<file path="src/inverted_blur_5x5_rgb_defines.svh">
// Assertion helpers used by the RTL that checks itself.
`ifndef INVERTED_BLUR_5X5_RGB_DEFINES_SVH
`define INVERTED_BLUR_5X5_RGB_DEFINES_SVH

// Check that cons holds in the same cycle as ante.
`define IBR_ASSERT_IMPLY(name, clk, rst_n, ante, cons) \
    name: assert property (@(posedge clk) disable iff (!rst_n) (ante) |-> (cons)) \
        else $error("ibr: same-cycle check failed");

// Check that cons holds in the cycle after ante.
`define IBR_ASSERT_NEXT(name, clk, rst_n, ante, cons) \
    name: assert property (@(posedge clk) disable iff (!rst_n) (ante) |=> (cons)) \
        else $error("ibr: next-cycle check failed");

`endif

</file>
<file path="src/ibr_pkg.sv">
`default_nettype none

package ibr_pkg;

    localparam int PIX_W   = 8;
    localparam int KSIZE   = 5;
    localparam int LB_ROWS = KSIZE - 1;

    localparam int CFG_INDEX_W = 2;
    localparam int CFG_DATA_W  = 13;
    localparam logic [CFG_INDEX_W-1:0] CFG_FRAME_WIDTH  = 2'd0;
    localparam logic [CFG_INDEX_W-1:0] CFG_FRAME_HEIGHT = 2'd1;

    localparam int FRAME_WIDTH_W      = 11;
    localparam int FRAME_HEIGHT_W     = 13;
    localparam int FRAME_WIDTH_RESET  = 1024;
    localparam int FRAME_HEIGHT_RESET = 768;

    localparam int QUEUE_DEPTH   = 4;
    localparam int QUEUE_LEVEL_W = $clog2(QUEUE_DEPTH + 1);

    typedef struct packed {
        logic [PIX_W-1:0] chan_blue;
        logic [PIX_W-1:0] chan_green;
        logic [PIX_W-1:0] chan_red;
        logic             drain;
    } ibr_in_t;

    typedef struct packed {
        logic [PIX_W-1:0] out_blue;
        logic [PIX_W-1:0] out_green;
        logic [PIX_W-1:0] out_red;
        logic             frame_last;
    } ibr_out_t;

    typedef struct packed {
        logic [PIX_W-1:0] red;
        logic [PIX_W-1:0] green;
        logic [PIX_W-1:0] blue;
    } ibr_pix_t;

    // element j of a column holds the pixel (KSIZE-1-j) rows above the newest
    typedef ibr_pix_t [KSIZE-1:0]   ibr_col_t;
    typedef ibr_pix_t [LB_ROWS-1:0] ibr_line_t;

    typedef struct packed {
        ibr_pix_t [KSIZE-1:0][KSIZE-1:0] taps;    // [dy + 2][dx + 2]
        logic     [KSIZE-1:0]            row_ok;
        logic     [KSIZE-1:0]            col_ok;
        logic                            last;
    } ibr_entry_t;

endpackage

`default_nettype wire

</file>
<file path="src/ibr_queue.sv">
`default_nettype none

module ibr_queue (
    input  logic                               aclk,
    input  logic                               aresetn,
    input  logic                               push,
    input  ibr_pkg::ibr_entry_t                push_entry,
    input  logic                               pop,
    output logic                               head_valid,
    output ibr_pkg::ibr_entry_t                head_entry,
    output logic [ibr_pkg::QUEUE_LEVEL_W-1:0]  level
);
    import ibr_pkg::*;

    localparam int PW = $clog2(QUEUE_DEPTH);

    ibr_entry_t                 slot_reg [QUEUE_DEPTH];
    logic [PW-1:0]              wr_ptr_reg, wr_ptr_next;
    logic [PW-1:0]              rd_ptr_reg, rd_ptr_next;
    logic [QUEUE_LEVEL_W-1:0]   level_reg, level_next;

    always_comb begin
        wr_ptr_next = wr_ptr_reg;
        rd_ptr_next = rd_ptr_reg;
        level_next  = level_reg;
        if (push) begin
            wr_ptr_next = (wr_ptr_reg == PW'(QUEUE_DEPTH - 1)) ? '0 : wr_ptr_reg + PW'(1);
        end
        if (pop) begin
            rd_ptr_next = (rd_ptr_reg == PW'(QUEUE_DEPTH - 1)) ? '0 : rd_ptr_reg + PW'(1);
        end
        if (push && !pop) begin
            level_next = level_reg + QUEUE_LEVEL_W'(1);
        end else if (pop && !push) begin
            level_next = level_reg - QUEUE_LEVEL_W'(1);
        end
    end

    always_ff @(posedge aclk) begin
        if (!aresetn) begin
            wr_ptr_reg <= '0;
            rd_ptr_reg <= '0;
            level_reg  <= '0;
        end else begin
            wr_ptr_reg <= wr_ptr_next;
            rd_ptr_reg <= rd_ptr_next;
            level_reg  <= level_next;
        end
    end

    always_ff @(posedge aclk) begin
        if (push) begin
            slot_reg[wr_ptr_reg] <= push_entry;
        end
    end

    assign head_valid = level_reg != '0;
    assign head_entry = slot_reg[rd_ptr_reg];
    assign level      = level_reg;

endmodule

`default_nettype wire

</file>
<file path="config.mk">
export PLATFORM = sky130hd
export DESIGN_NAME = ibr_queue
export DESIGN_NICKNAME = d
export VERILOG_FILES = /design/src/inverted_blur_5x5_rgb_defines.svh /design/src/ibr_pkg.sv /design/src/ibr_queue.sv
export SDC_FILE = /design/constraint.sdc
export NUM_CORES = 2
export LEC_CHECK = 0
export ABC_CLOCK_PERIOD_IN_PS = 16500
export BUFFER_PORTS_ARGS = -buffer_cell sky130_fd_sc_hd__buf_2
export CORE_AREA = 2 2 479 481
export DETAILED_ROUTE_END_ITERATION = 16
export DIE_AREA = 0 0 481 483
export MAX_ROUTING_LAYER = met4
export PLACE_DENSITY = 0.62
export SYNTH_ARGS = -nofsm -noshare
export SYNTH_HDL_FRONTEND = slang
export SYNTH_SLANG_ARGS = --single-unit
</file>
<file path="constraint.sdc">
create_clock -name aclk -period 16.5 [get_ports aclk]
set_input_delay 1.65 -clock aclk [delete_from_list [all_inputs] [get_ports aclk]]
set_output_delay 1.65 -clock aclk [all_outputs]
set_load 0.02 [all_outputs]
</file>
# [Yosys cells after proc, flatten, opt, wreduce, memory -nomap -nowiden]
# Memories as Yosys holds them, arrays and structs flattened. A register that Yosys moved wholly into a read port is not among the register bits.
# Index checks and enable logic that the tools add are counted.
[totals] ff_bits=7 ram_bits=2444 inputBits=615 elab_cells=24 mem_count=1
[mem_list] name="slot_reg" words=4 word_bits=611 read_ports=1 rd_ports_with_merged_regs=1 write_ports=1 line_no="ibr_queue.sv:17" rtl="ibr_entry_t slot_reg [QUEUE_DEPTH];"
[op_classes] n_addsub=4 n_eq_ne=2 muxes=8 reduce_logical=6
[op_table] operator="2-to-1 mux 2 bit" n=4
[op_table] operator="2-to-1 mux 3 bit" n=2
[op_table] operator="adder 2 x 1 -> 2 bit, second input constant" n=2
[op_table] operator="== test 2 bit, second input constant" n=2
[op_table] operator="adder 3 x 1 -> 3 bit, second input constant" n=1
[op_table] operator="nonzero test 3 bit" n=1
[op_table] operator="subtractor 3 x 1 -> 3 bit, second input constant" n=1
[op_table] operator="logical AND 1 bit" n=2
[op_table] operator="zero test 1 bit" n=2
[op_table] operator="2-to-1 mux 1 bit" n=2
[op_table] operator="nonzero test 2 bit" n=1

# [Longest topological paths before layout]
[depth] depth_word=4 mapped_depth=7

# [Least setup slack after synthesis]
# Ideal clock, no wire load.
[synth_path] path_type="input-to-reg" from="in push" to="mem slot_reg[0][0] (netlist name), enable pin" setup_ns=1.054 arrival_ns=15.348 required_time_ns=15.446 path_slack_ns=0.098 cell_stages=1 path_buffers=0 path_cell_list="and2_1"
[synth_via] elab_chain_cells=2
[synth_lines] item="from (decl)" line_no="ibr_queue.sv:6" rtl="input logic push,"
[synth_lines] item="2-to-1 mux 1 bit" line_no="ibr_queue.sv:52" rtl="if (push) begin"
[synth_lines] item="2-to-1 mux 1 bit (implied by the code)" line_no="ibr_queue.sv:53" rtl="slot_reg[wr_ptr_reg] <= push_entry;"
[synth_lines] item="to (decl)" line_no="ibr_queue.sv:17"
# Every way passes these cells.

==> results.txt <==
VDD IR-drop max - 0.125 mV
final instance area - 106000 µm²
Worst EP arrival - 5480 ps
number of instances in the placed design - 7391
internal power - 0.0106 W
GPL Wtd Cong - 0.852
vias in the first global route - 41800
Mapped Cells - 3234
DRT Pass-1 Iters - 5
CP dominant cell by count - buf_4
relative slew slack - 25.5%
worst-skew pair later-pin latency - 870 ps
Row Count - 175
CTS Sinks - 2453
Hold WS - 499 ps
post-DP HPWL - 144000 µm
fin cells - 7953
via count - 40600
syn_nets - 3856
Avg WL per Cell - 27.5 µm
synth unique cells - 22
Setup-failing EPs final - 0
hold crit path type - flop to flop
Post-Syn Area - 89300 µm²
area grow syn2layout - 18.7%
count leader, synth - edfxtp_1
register area share after synthesis - 82.4%
status - completed
CTS tree - built
min Tclk post-route - 7130 ps
Longest Clk Path Bufs - 3
number of flops mapped to enable cells by yosys - 2444
r2r setup slk - 12300 ps
Switching Share - 23.2%
Clk network pwr share - 37.9%
Cells on Worst Hold Path - 2
initial antenna violation count - 158
share of cells above drive strength 1 - 46.1%
Mean Syn Cell Area - 27.6 µm²
drt drc - 0
core area - 227000 µm²
CP Capture Type - primary output
H-tree depth - 4
TritonCTS buffer count - 241
Final TNS setup - 0 ps
cts repair resizes - 0
worst r2r path cells - 5
DR vias/cell - 5.10
Crit path required time - 14850 ps
port buffer count - 1229
Synth Warn # - 0
area leader, netlist - edfxtp_1
largest net degree at the start of global routing - 135
Post-CTS Setup Repair Bufs - 0
min-delay src - level[2]$_SDFFE_PN0P_
post-synth top area share - 82.2%
crit start category - flop
skew final - 45.8 ps
Synth top cells by count - 2444 x edfxtp_1, 611 x mux4_2, 65 x buf_12
I/O pin cnt - 1230
Max-Cap Viols - 0
Setup Slack @ Placement - 10100 ps
fmax - 0.140 GHz
Worst Setup Slack, final - 9370 ps
Static Leak - 34.8 nW
placed cell areas - 98100 µm²
global-route wire length before repair - 307000 µm
RSZ-0062 raised after global routing - no
slowest CP cell - dfxtp_4
crit-path max FO - 56
Overflow after GRT - 0
number of flip-flops in the largest register - 2444
switching power - 0.00320 W
worst r2r src - wr_ptr_reg[0]$_SDFFE_PN0P_
nets - 5247
WS Path Type - flop to primary output
Gate power share - 9.9%
chip height - 483 µm
Hold Path Sink - level[2]$_SDFFE_PN0P_
All-Layer GR Usage - 19.0%
final period utilization - 43.2%
DIE WIDTH - 481 µm
Starting Density - 39.3%
Routed WL - 219000 µm
sequential share of power - 52.2%
Worst Max-Slew Pin Slew - 1120 ps
post-route ant nets - 0
Worst R2R End - slot_reg[1][201]$_DFFE_PP_
power per cell area - 130 nW/µm²
CP max stage delay - 840 ps
final hold vios - 0
iteration-0 DRC count of the detailed router - 3417
worst path cell trace - buf_4 -> buf_4 -> buf_4 -> buf_4 -> mux4_2 -> buf_2
Synth area leaders - edfxtp_1 82%, mux4_2 15%, buf_12 1.5%
Async SR Flop Fraction - 0%
max-slew violations - 0
Root Buffer - clkbuf_16
main flop type after synthesis - edfxtp_1
CTS clk-pin slew, worst paths - 60 ps
#FFs+latches synth - 2453
hold_buf cts - 0
Die ar. - 232000 µm²
## kinds of logic after synthesis
group / Yosys count / share of synthesized area (%)
flip-flops: 2453 / 82.4
multiplexers: 615 / 15.5
buffers and inverters: 140 / 1.87
AND/OR/NAND/NOR: 14 / 0.0939
adder cells (fa/ha/maj): 7 / 0.107
AO/OA/AOI/OAI: 3 / 0.0224
XOR/XNOR: 2 / 0.0196
## placed cells by master, fill, tap and decap left out, types with 2 or more instances in the layout
| cell type | count |
|---|---|
| clkbuf_16 | 246 |
| or3_1 | 2 |
| mux2i_1 | 4 |
| clkinv_4 | 3 |
| and2_4 | 4 |
| ha_1 | 6 |
| dfxtp_1 | 7 |
| mux4_2 | 611 |
| buf_12 | 9 |
| clkinv_16 | 5 |
| inv_6 | 2 |
| inv_8 | 2 |
| buf_4 | 46 |
| clkinv_1 | 61 |
| nor2b_1 | 5 |
| clkbuf_1 | 58 |
| dfxtp_4 | 2 |
| bufinv_16 | 16 |
| clkinv_2 | 43 |
| inv_1 | 4 |
| clkinvlp_4 | 4 |
| diode_2 | 119 |
| edfxtp_1 | 2444 |
| clkinv_8 | 2 |
| buf_2 | 1229 |
## power by group through the flow
stage                     Combinational [W]  Sequential (W)  Clock (W)
after floorplan                    0.000839         0.00750          0
after global placement              0.00138         0.00733          0
after detailed placement            0.00139         0.00735          0
after CTS                           0.00139         0.00722    0.00536
after global routing                0.00144         0.00723    0.00561
final                               0.00136         0.00722    0.00524
## stage by stage
stage / util, % / total power [W]
floorplan: - / 0.00834
global placement: 43.2 / 0.00872
detailed placement: 43.2 / 0.00874
CTS: 46.6 / 0.0140
global route: 46.7 / 0.0143
finish: 46.7 / 0.0138
## metal layers
metal  vias up  routed length (µm)  GRT usage (%)
li1      17200                   -              -
met1     21400               83000           22.6
met5         -                   0              -
met4         0                6310           5.68
met2      1674              107000           29.9
met3       364               22600           7.24
## cell type report
cell class / instances / area (µm²)
Multi-Input combinational cell: 641 / 14000
Sequential cell: 2453 / 73600
Antenna cell: 119 / 298
Inverter: 4 / 15.0
Tap cell: 3009 / 3760
Clock inverter: 139 / 1220
Fill cell: 18700 / 121000
Timing Repair Buffer: 1284 / 6680
Clock buffer: 304 / 6370
## critical path: cells and delay by family (launching register included)
kind	cells	cell delay, ps
buffers and inverters	5	3160
flip-flops	1	840
multiplexers	1	410
## worst max path at each step
stage / startpoint / end / slack (ps)
5_1_grt: flop / head_entry[420] / 9020
4_1_cts: flop / head_entry[365] / 9170
2_1_floorplan: push / slot_reg[0][0]$_DFFE_PP_ / 100
6_report: flop / head_entry[201] / 9370
3_3_place_gp: flop / head_entry[201] / 10120
3_5_place_dp: flop / head_entry[365] / 10100
No activity file was read; power rests on OpenSTA's default activity.
