### config.mk
export PLATFORM = sky130hd
export DESIGN_NAME = ibr_back
export DESIGN_NICKNAME = d
export VERILOG_FILES = /design/src/inverted_blur_5x5_rgb_defines.svh /design/src/ibr_pkg.sv /design/src/ibr_back.sv
export SDC_FILE = /design/constraint.sdc
export NUM_CORES = 2
export LEC_CHECK = 0
export BUFFER_PORTS_ARGS = -buffer_cell sky130_fd_sc_hd__buf_4
export CORE_MARGIN = 5
export CORE_UTILIZATION = 60
export CTS_CLUSTER_DIAMETER = 120
export DETAILED_ROUTE_END_ITERATION = 10
export HOLD_SLACK_MARGIN = 0.15
export MAX_ROUTING_LAYER = met4
export PLACE_DENSITY = 0.79
export SLEW_MARGIN = 15
export SYNTH_ARGS = -nofsm -noshare
export SYNTH_HDL_FRONTEND = slang
export SYNTH_SLANG_ARGS = --single-unit
### constraint.sdc
create_clock -name aclk -period 8.4 [get_ports aclk]
set_input_delay 0.42 -clock aclk [delete_from_list [all_inputs] [get_ports aclk]]
set_output_delay 0.42 -clock aclk [all_outputs]
set_load 0.1 [all_outputs]
### src/inverted_blur_5x5_rgb_defines.svh
// Assertion helpers used by the RTL that checks itself.
`ifndef INVERTED_BLUR_5X5_RGB_DEFINES_SVH
`define INVERTED_BLUR_5X5_RGB_DEFINES_SVH

// Check that cons holds in the same cycle as ante.
`define IBR_ASSERT_IMPLY(name, clk, rst_n, ante, cons) \
    name: assert property (@(posedge clk) disable iff (!rst_n) (ante) |-> (cons)) \
        else $error("ibr: same-cycle check failed");

// Check that cons holds in the cycle after ante.
`define IBR_ASSERT_NEXT(name, clk, rst_n, ante, cons) \
    name: assert property (@(posedge clk) disable iff (!rst_n) (ante) |=> (cons)) \
        else $error("ibr: next-cycle check failed");

`endif

### src/ibr_pkg.sv
`default_nettype none

package ibr_pkg;

    localparam int PIX_W   = 8;
    localparam int KSIZE   = 5;
    localparam int LB_ROWS = KSIZE - 1;

    localparam int CFG_INDEX_W = 2;
    localparam int CFG_DATA_W  = 13;
    localparam logic [CFG_INDEX_W-1:0] CFG_FRAME_WIDTH  = 2'd0;
    localparam logic [CFG_INDEX_W-1:0] CFG_FRAME_HEIGHT = 2'd1;

    localparam int FRAME_WIDTH_W      = 11;
    localparam int FRAME_HEIGHT_W     = 13;
    localparam int FRAME_WIDTH_RESET  = 1024;
    localparam int FRAME_HEIGHT_RESET = 768;

    localparam int QUEUE_DEPTH   = 4;
    localparam int QUEUE_LEVEL_W = $clog2(QUEUE_DEPTH + 1);

    typedef struct packed {
        logic [PIX_W-1:0] chan_blue;
        logic [PIX_W-1:0] chan_green;
        logic [PIX_W-1:0] chan_red;
        logic             drain;
    } ibr_in_t;

    typedef struct packed {
        logic [PIX_W-1:0] out_blue;
        logic [PIX_W-1:0] out_green;
        logic [PIX_W-1:0] out_red;
        logic             frame_last;
    } ibr_out_t;

    typedef struct packed {
        logic [PIX_W-1:0] red;
        logic [PIX_W-1:0] green;
        logic [PIX_W-1:0] blue;
    } ibr_pix_t;

    // element j of a column holds the pixel (KSIZE-1-j) rows above the newest
    typedef ibr_pix_t [KSIZE-1:0]   ibr_col_t;
    typedef ibr_pix_t [LB_ROWS-1:0] ibr_line_t;

    typedef struct packed {
        ibr_pix_t [KSIZE-1:0][KSIZE-1:0] taps;    // [dy + 2][dx + 2]
        logic     [KSIZE-1:0]            row_ok;
        logic     [KSIZE-1:0]            col_ok;
        logic                            last;
    } ibr_entry_t;

endpackage

`default_nettype wire

### src/ibr_back.sv
`default_nettype none

module ibr_back (
    input  logic                 aclk,
    input  logic                 aresetn,
    input  logic                 head_valid,
    input  ibr_pkg::ibr_entry_t  head_entry,
    output logic                 pop,
    output logic                 m_valid,
    input  logic                 m_ready,
    output ibr_pkg::ibr_out_t    m_data
);
    import ibr_pkg::*;

    localparam int CHANNELS    = 3;
    localparam int ROW_SUM_W   = 12;
    localparam int SUM_W       = 14;
    localparam int RECIP_W     = 15;
    localparam int RECIP_SHIFT = 20;
    localparam int PROD_W      = SUM_W + RECIP_W;
    localparam logic [SUM_W-1:0]   CEIL_BIAS  = 14'd34;
    localparam logic [RECIP_W-1:0] RECIP_35   = 15'd29960;
    localparam logic [PIX_W-1:0]   FULL_SCALE = 8'd255;

    function automatic logic [1:0] tap_weight(input int dy, input int dx);
        logic [1:0] wt;
        wt = 2'd1;
        if (dy >= 1 && dy <= 3 && dx >= 1 && dx <= 3) begin
            wt = 2'd2;
        end
        if (dy == 2 && dx == 2) begin
            wt = 2'd3;
        end
        return wt;
    endfunction

    function automatic logic [PIX_W-1:0] pix_chan(input ibr_pix_t p, input int ch);
        logic [PIX_W-1:0] v;
        case (ch)
            0: begin
                v = p.blue;
            end
            1: begin
                v = p.green;
            end
            default: begin
                v = p.red;
            end
        endcase
        return v;
    endfunction

    logic                   m_en, e_en, d_en, c_en;

    logic                   c_valid_reg, c_last_reg;
    logic [ROW_SUM_W-1:0]   c_rsum_reg  [CHANNELS][KSIZE];
    logic [ROW_SUM_W-1:0]   c_rsum_next [CHANNELS][KSIZE];

    logic                   d_valid_reg, d_last_reg;
    logic [SUM_W-1:0]       d_sum_reg  [CHANNELS];
    logic [SUM_W-1:0]       d_sum_next [CHANNELS];

    logic                   e_valid_reg, e_last_reg;
    logic [PROD_W-1:0]      e_prod_reg  [CHANNELS];
    logic [PROD_W-1:0]      e_prod_next [CHANNELS];

    logic                   m_valid_reg;
    ibr_out_t               m_data_reg, m_data_next;
    logic [PIX_W-1:0]       chan_out [CHANNELS];

    assign m_en = !m_valid_reg || m_ready;
    assign e_en = !e_valid_reg || m_en;
    assign d_en = !d_valid_reg || e_en;
    assign c_en = !c_valid_reg || d_en;
    assign pop  = c_en && head_valid;

    always_comb begin
        logic [ROW_SUM_W-1:0] acc;
        for (int ch = 0; ch < CHANNELS; ch++) begin
            for (int dy = 0; dy < KSIZE; dy++) begin
                acc = '0;
                for (int dx = 0; dx < KSIZE; dx++) begin
                    if (head_entry.row_ok[dy] && head_entry.col_ok[dx]) begin
                        acc = acc + ROW_SUM_W'(tap_weight(dy, dx))
                            * ROW_SUM_W'(pix_chan(head_entry.taps[dy][dx], ch));
                    end
                end
                c_rsum_next[ch][dy] = acc;
            end
        end
    end

    always_comb begin
        for (int ch = 0; ch < CHANNELS; ch++) begin
            d_sum_next[ch] = CEIL_BIAS;
            for (int dy = 0; dy < KSIZE; dy++) begin
                d_sum_next[ch] = d_sum_next[ch] + SUM_W'(c_rsum_reg[ch][dy]);
            end
        end
    end

    always_comb begin
        for (int ch = 0; ch < CHANNELS; ch++) begin
            e_prod_next[ch] = PROD_W'(d_sum_reg[ch]) * PROD_W'(RECIP_35);
        end
    end

    always_comb begin
        for (int ch = 0; ch < CHANNELS; ch++) begin
            chan_out[ch] = FULL_SCALE - e_prod_reg[ch][RECIP_SHIFT +: PIX_W];
        end
        m_data_next.out_blue   = chan_out[0];
        m_data_next.out_green  = chan_out[1];
        m_data_next.out_red    = chan_out[2];
        m_data_next.frame_last = e_last_reg;
    end

    always_ff @(posedge aclk) begin
        if (!aresetn) begin
            c_valid_reg <= 1'b0;
            d_valid_reg <= 1'b0;
            e_valid_reg <= 1'b0;
            m_valid_reg <= 1'b0;
        end else begin
            if (c_en) begin
                c_valid_reg <= head_valid;
            end
            if (d_en) begin
                d_valid_reg <= c_valid_reg;
            end
            if (e_en) begin
                e_valid_reg <= d_valid_reg;
            end
            if (m_en) begin
                m_valid_reg <= e_valid_reg;
            end
        end
    end

    always_ff @(posedge aclk) begin
        if (c_en) begin
            c_rsum_reg <= c_rsum_next;
            c_last_reg <= head_entry.last;
        end
        if (d_en) begin
            d_sum_reg  <= d_sum_next;
            d_last_reg <= c_last_reg;
        end
        if (e_en) begin
            e_prod_reg <= e_prod_next;
            e_last_reg <= d_last_reg;
        end
        if (m_en) begin
            m_data_reg <= m_data_next;
        end
    end

    assign m_valid = m_valid_reg;
    assign m_data  = m_data_reg;

endmodule

`default_nettype wire

; Word-level counts from Yosys, hierarchy flattened
; Index checks and enable logic that the tools add are counted.
[op_classes]
addsub = 78
multipliers = 30
n_mux = 144
reduce_logical = 34
[op_table]
columns = cell, count
row1 = 12-bit two-way mux, 60
row2 = 8-bit two-way mux, 75
row3 = 12-bit by 8-bit adder with 12-bit output, 33
row4 = 12-bit by 10-bit adder with 12-bit output, 27
row5 = 2-bit by 8-bit multiplier with 10-bit output, 27
row6 = 14-bit by 12-bit adder with 14-bit output, 9
row7 = 14-bit by 12-bit multiplier with 25-bit output (second input constant), 3
row8 = 13-bit by 12-bit adder with 14-bit output, 3
row9 = 6-bit by 12-bit adder with 13-bit output (first input constant), 3
row10 = 1-bit logical AND, 26
row11 = 8-bit subtractor (first input constant), 3
row12 = 2-bit two-way mux, 9
row13 = 1-bit zero test, 4
row14 = 1-bit logical OR, 4
[word_totals]
ff_bits = 329
out_inout_bits = 27
word_cells = 318

; Depth between registers and ports, before layout
[logic_depth]
word_depth = 11
mapped_depth = 36
depth_no_buf = 31

; Least setup slack after synthesis
; Ideal clock, no wire load.
[synth_path]
kind = in2reg
startpoint = input head_entry[9] (netlist name)
endpoint = register c_rsum_reg[142] (netlist name), data pin
setup_ps = 260
arrival_time_ps = 6653
slack_ps = 1488
cell_stages = 30
path_cell_list = clkbuf_1 > clkbuf_1 > clkbuf_1 > clkbuf_1 > and3_1 > ha_1 > ha_1 > fa_1 > a21o_1 > a211o_1 > o2111ai_1 > o21ai_0 > ha_1 > ha_1 > o21ai_0 > nor2_1 > o31ai_1 > ha_1 > ha_1 > and3_1 > a221oi_1 > nand2b_1 > xor2_1 > mux2_2 > ha_1 > nor2_1 > nor2_1 > o31ai_1 > or3b_1 > xnor2_1
[synth_lines]
columns = element, line
row1 = "start, declared", ibr_back.sv:7  ; input ibr_pkg::ibr_entry_t head_entry,
row2 = "end signal, assigned", ibr_back.sv:142  ; c_rsum_reg <= c_rsum_next;
row3 = "end, declared", ibr_back.sv:56  ; logic [ROW_SUM_W-1:0] c_rsum_reg [CHANNELS][KSIZE];

==> run metrics <==
Post-layout nets=7,857; Net Sw Frac=49.1%; Total GRT Usage=36.3%; relative slew slack=15.6%; switching power=11.9 mW; result of the run=complete, no violations; global-route wire length before repair=240,000 um; initial antenna violation count=44; grt total ovfl=0; flip-flop count of the largest register after layout=180; CTS tree=built; sequential fraction of the synthesis area=17.1%; Data required, critical path=8720 ps; CP endpoint kind=register; primary flip-flop cell chosen by synthesis mapping=sky130_fd_sc_hd__edfxtp_1; worst stage delay on the critical path=520 ps; DRC violation count after routing=0; number of distinct standard cells referenced by the synthesized netlist=87; Max Root-Sink Buffers=3; Cell Rows=104; logic gate share of total power=81.0%; die width=295 um; Syn Area/Cell=8.89 um2; worst-case setup slack after placement=1050 ps; port buffer count=641; Final Hold Violating Endpoints=0; startpoint type of the worst setup path=input port; count of final max-slew check failures=0; post-detailed-route count of antenna-violating nets=0; Highest Clock Rate=147 MHz; clock latency on the worst-skew pair=570 ps; CTS root buf=sky130_fd_sc_hd__clkbuf_16; number of warnings printed during yosys synthesis=0; gate count after technology mapping=5,463; total wire length after detailed routing=159,000 um; boundary pin count=642; most common cell after layout, fill and taps aside=sky130_fd_sc_hd__ha_1; FF-to-FF path depth=16; TritonCTS buffer count=30; RSZ-0062 raised after global routing=false; signed area change from the synthesized netlist to the final layout=14.3%; number of global-route vias before repair=42,500; register bit total from synthesis=278; post-synthesis instance area=48,600 um2; Core Area=80,400 um2; leakage power total=27.8 nW; detailed-routing iteration count for the pre-antenna-repair pass=6; # clock sinks=278; Max Fanout on Critical Path=81; Die Area=86,800 um2; 1st-iter DRT viols=4,005; number of H-tree levels=1; last weighted congestion value of the routability-driven placer=1.04; routed wirelength normalized by instance count=22.2 um; layout cell share with drive strength beyond 1=14.2%; slowest cell on the critical path=sky130_fd_sc_hd__buf_4; post-detail-place hpwl=135,000 um; Hold Path Stages=3; final critical delay including setup and external delays=6830 ps; Vias=43,400; gate family responsible for the most delay along the worst path=adder cells; starting utilization of the core area=60.4%; share of the clock period used by the worst path=81.3%; summed negative setup slack over all endpoints=0 ps; most used cells in the layout excluding fill and tap cells=915 x sky130_fd_sc_hd__ha_1, 665 x sky130_fd_sc_hd__buf_4, 540 x sky130_fd_sc_hd__inv_1, 468 x sky130_fd_sc_hd__nor2_1, 357 x sky130_fd_sc_hd__a21oi_1; pin count of the biggest net entering global routing=182; total power draw=24.3 mW; type of the tightest min-delay check=in -> reg; clock skew after layout=9.74 ps; EDFF count, synth=274; async set-reset flop share out of synthesis=0%; Seq pwr share=13.4%; cell internal power dissipation=12.4 mW; post_cts resized=0; library cell appearing most often on the critical path=sky130_fd_sc_hd__ha_1; clock transition at the registers of the reported paths=60 ps; clock group share of total power=5.5%; critical path class=in -> reg; worst-margin pin slew=1260 ps; total number of cells along the worst setup path=28; height of the chip=295 um; arrival time at the worst endpoint=7140 ps; Critical path buffers and inverters=3; total of max-cap violations=0; Setup-failing EPs final=0; minimum setup slack in the final design=1570 ps; total power per unit cell area=437 nW/um2; detail-routed via count per cell=6.08; Peak supply drop=725 uV
## final timing paths
kind	slack, ps	startpoint	to
setup / recovery	1570	head_entry[1]	c_rsum_reg[142]
hold / removal	220	m_ready	m_valid
setup reg to reg	3080	d_sum_reg[29]	e_prod_reg[85]
hold reg to reg	420	d_last_reg	e_last_reg
## through the flow
stage	hold WS, ps	cells	util, %	cell area (um2)
after floorplan	400	5468	-	48600
after global placement	401	7049	67.7	54400
after detailed placement	405	7049	67.7	54400
after CTS	202	7107	68.9	55400
after global routing	234	7148	69.1	55500
final	219	7149	69.1	55500
## Yosys cell counts (28+ instances only)
cell type	n	area share (%)
sky130_fd_sc_hd__nand2b_1	92	1.2
sky130_fd_sc_hd__nand2_1	291	2.2
sky130_fd_sc_hd__o21ai_0	335	3.5
sky130_fd_sc_hd__a211oi_1	110	1.7
sky130_fd_sc_hd__o21bai_1	37	0.57
sky130_fd_sc_hd__fa_1	303	12
sky130_fd_sc_hd__o21a_1	109	1.7
sky130_fd_sc_hd__mux2i_1	28	0.58
sky130_fd_sc_hd__and3_1	134	1.7
sky130_fd_sc_hd__xnor2_1	192	3.5
sky130_fd_sc_hd__mux2_2	108	2.5
sky130_fd_sc_hd__a21oi_1	357	3.7
sky130_fd_sc_hd__edfxtp_1	274	17
sky130_fd_sc_hd__nor2b_1	92	1.2
sky130_fd_sc_hd__a31oi_1	29	0.37
sky130_fd_sc_hd__nor3_1	97	1.0
sky130_fd_sc_hd__nand3_1	69	0.71
sky130_fd_sc_hd__nor2_1	468	3.6
sky130_fd_sc_hd__o31ai_1	50	0.77
sky130_fd_sc_hd__a21o_1	124	1.9
sky130_fd_sc_hd__and2_1	53	0.68
sky130_fd_sc_hd__xor2_1	106	1.9
sky130_fd_sc_hd__o211ai_1	30	0.46
sky130_fd_sc_hd__a22oi_1	39	0.60
sky130_fd_sc_hd__clkbuf_1	117	0.90
sky130_fd_sc_hd__ha_1	915	24
sky130_fd_sc_hd__inv_1	541	4.2
## worst reg2reg max path, cell delays in order (launching register included)
cell                        delay [ps]
sky130_fd_sc_hd__edfxtp_1          520
sky130_fd_sc_hd__fa_1              560
sky130_fd_sc_hd__inv_1              50
sky130_fd_sc_hd__fa_1              470
sky130_fd_sc_hd__fa_1              500
sky130_fd_sc_hd__inv_1              50
sky130_fd_sc_hd__fa_1              440
sky130_fd_sc_hd__ha_1              280
sky130_fd_sc_hd__ha_1              280
sky130_fd_sc_hd__a21o_1            160
sky130_fd_sc_hd__a221o_1           350
sky130_fd_sc_hd__a21o_1            220
sky130_fd_sc_hd__and2_1            150
sky130_fd_sc_hd__a2111oi_0         550
sky130_fd_sc_hd__o41ai_1           210
sky130_fd_sc_hd__a21oi_1           210
sky130_fd_sc_hd__xnor2_1            80
## final cells by class
| type | count | area [um2] |
|---|---|---|
| Antenna cell | 42 | 105 |
| Clock buffer | 40 | 830 |
| Clock inverter | 15 | 168 |
| Fill cell | 6489 | 24900 |
| Inverter | 542 | 2030 |
| Multi-Input combinational cell | 4502 | 37700 |
| Sequential cell | 278 | 8310 |
| Tap cell | 1060 | 1330 |
| Timing Repair Buffer | 670 | 5060 |
## layer usage
layer | wire length [um] | share of wire (%) | vias to the layer above | global-route usage (%)
li1 | - | - | 20800 | -
met3 | 12500 | 7.8 | 330 | 4.96
met1 | 66300 | 42 | 20600 | 48.2
met5 | 0 | 0 | - | -
met4 | 7970 | 5.0 | 0 | 14.9
met2 | 72200 | 45 | 1697 | 56.5
## repair_timing
item,CTS,global route
hold buffers,3,0
hold endpoints to repair,5,0
buffers inserted,0,0
## logic make-up (layout without fill, tap and decap cells)
family / after synthesis / count (layout) / synth area share [%]
adders and majority gates: 1218 / 1218 / 36.0
xor gates and xnor gates: 299 / 299 / 5.41
and+or+nand+nor: 1410 / 1410 / 14.0
DFF: 278 / 278 / 17.1
muxes: 136 / 136 / 3.08
AOI/OAI and AO/OA: 1433 / 1433 / 19.0
buffers and inverters: 688 / 1267 / 5.35
other: 1 / 48 / 0.00772
## power groups by stage
stage,Clock [mW],Combinational (mW),Sequential [mW]
6_report,1.34,19.7,3.26
5_1_grt,1.41,22.4,3.32
4_1_cts,1.35,19.6,3.27
3_5_place_dp,0,19.1,3.29
3_3_place_gp,0,18.0,3.27
2_1_floorplan,0,14.1,3.54
Note: power is estimated with default switching activity, not from simulation.
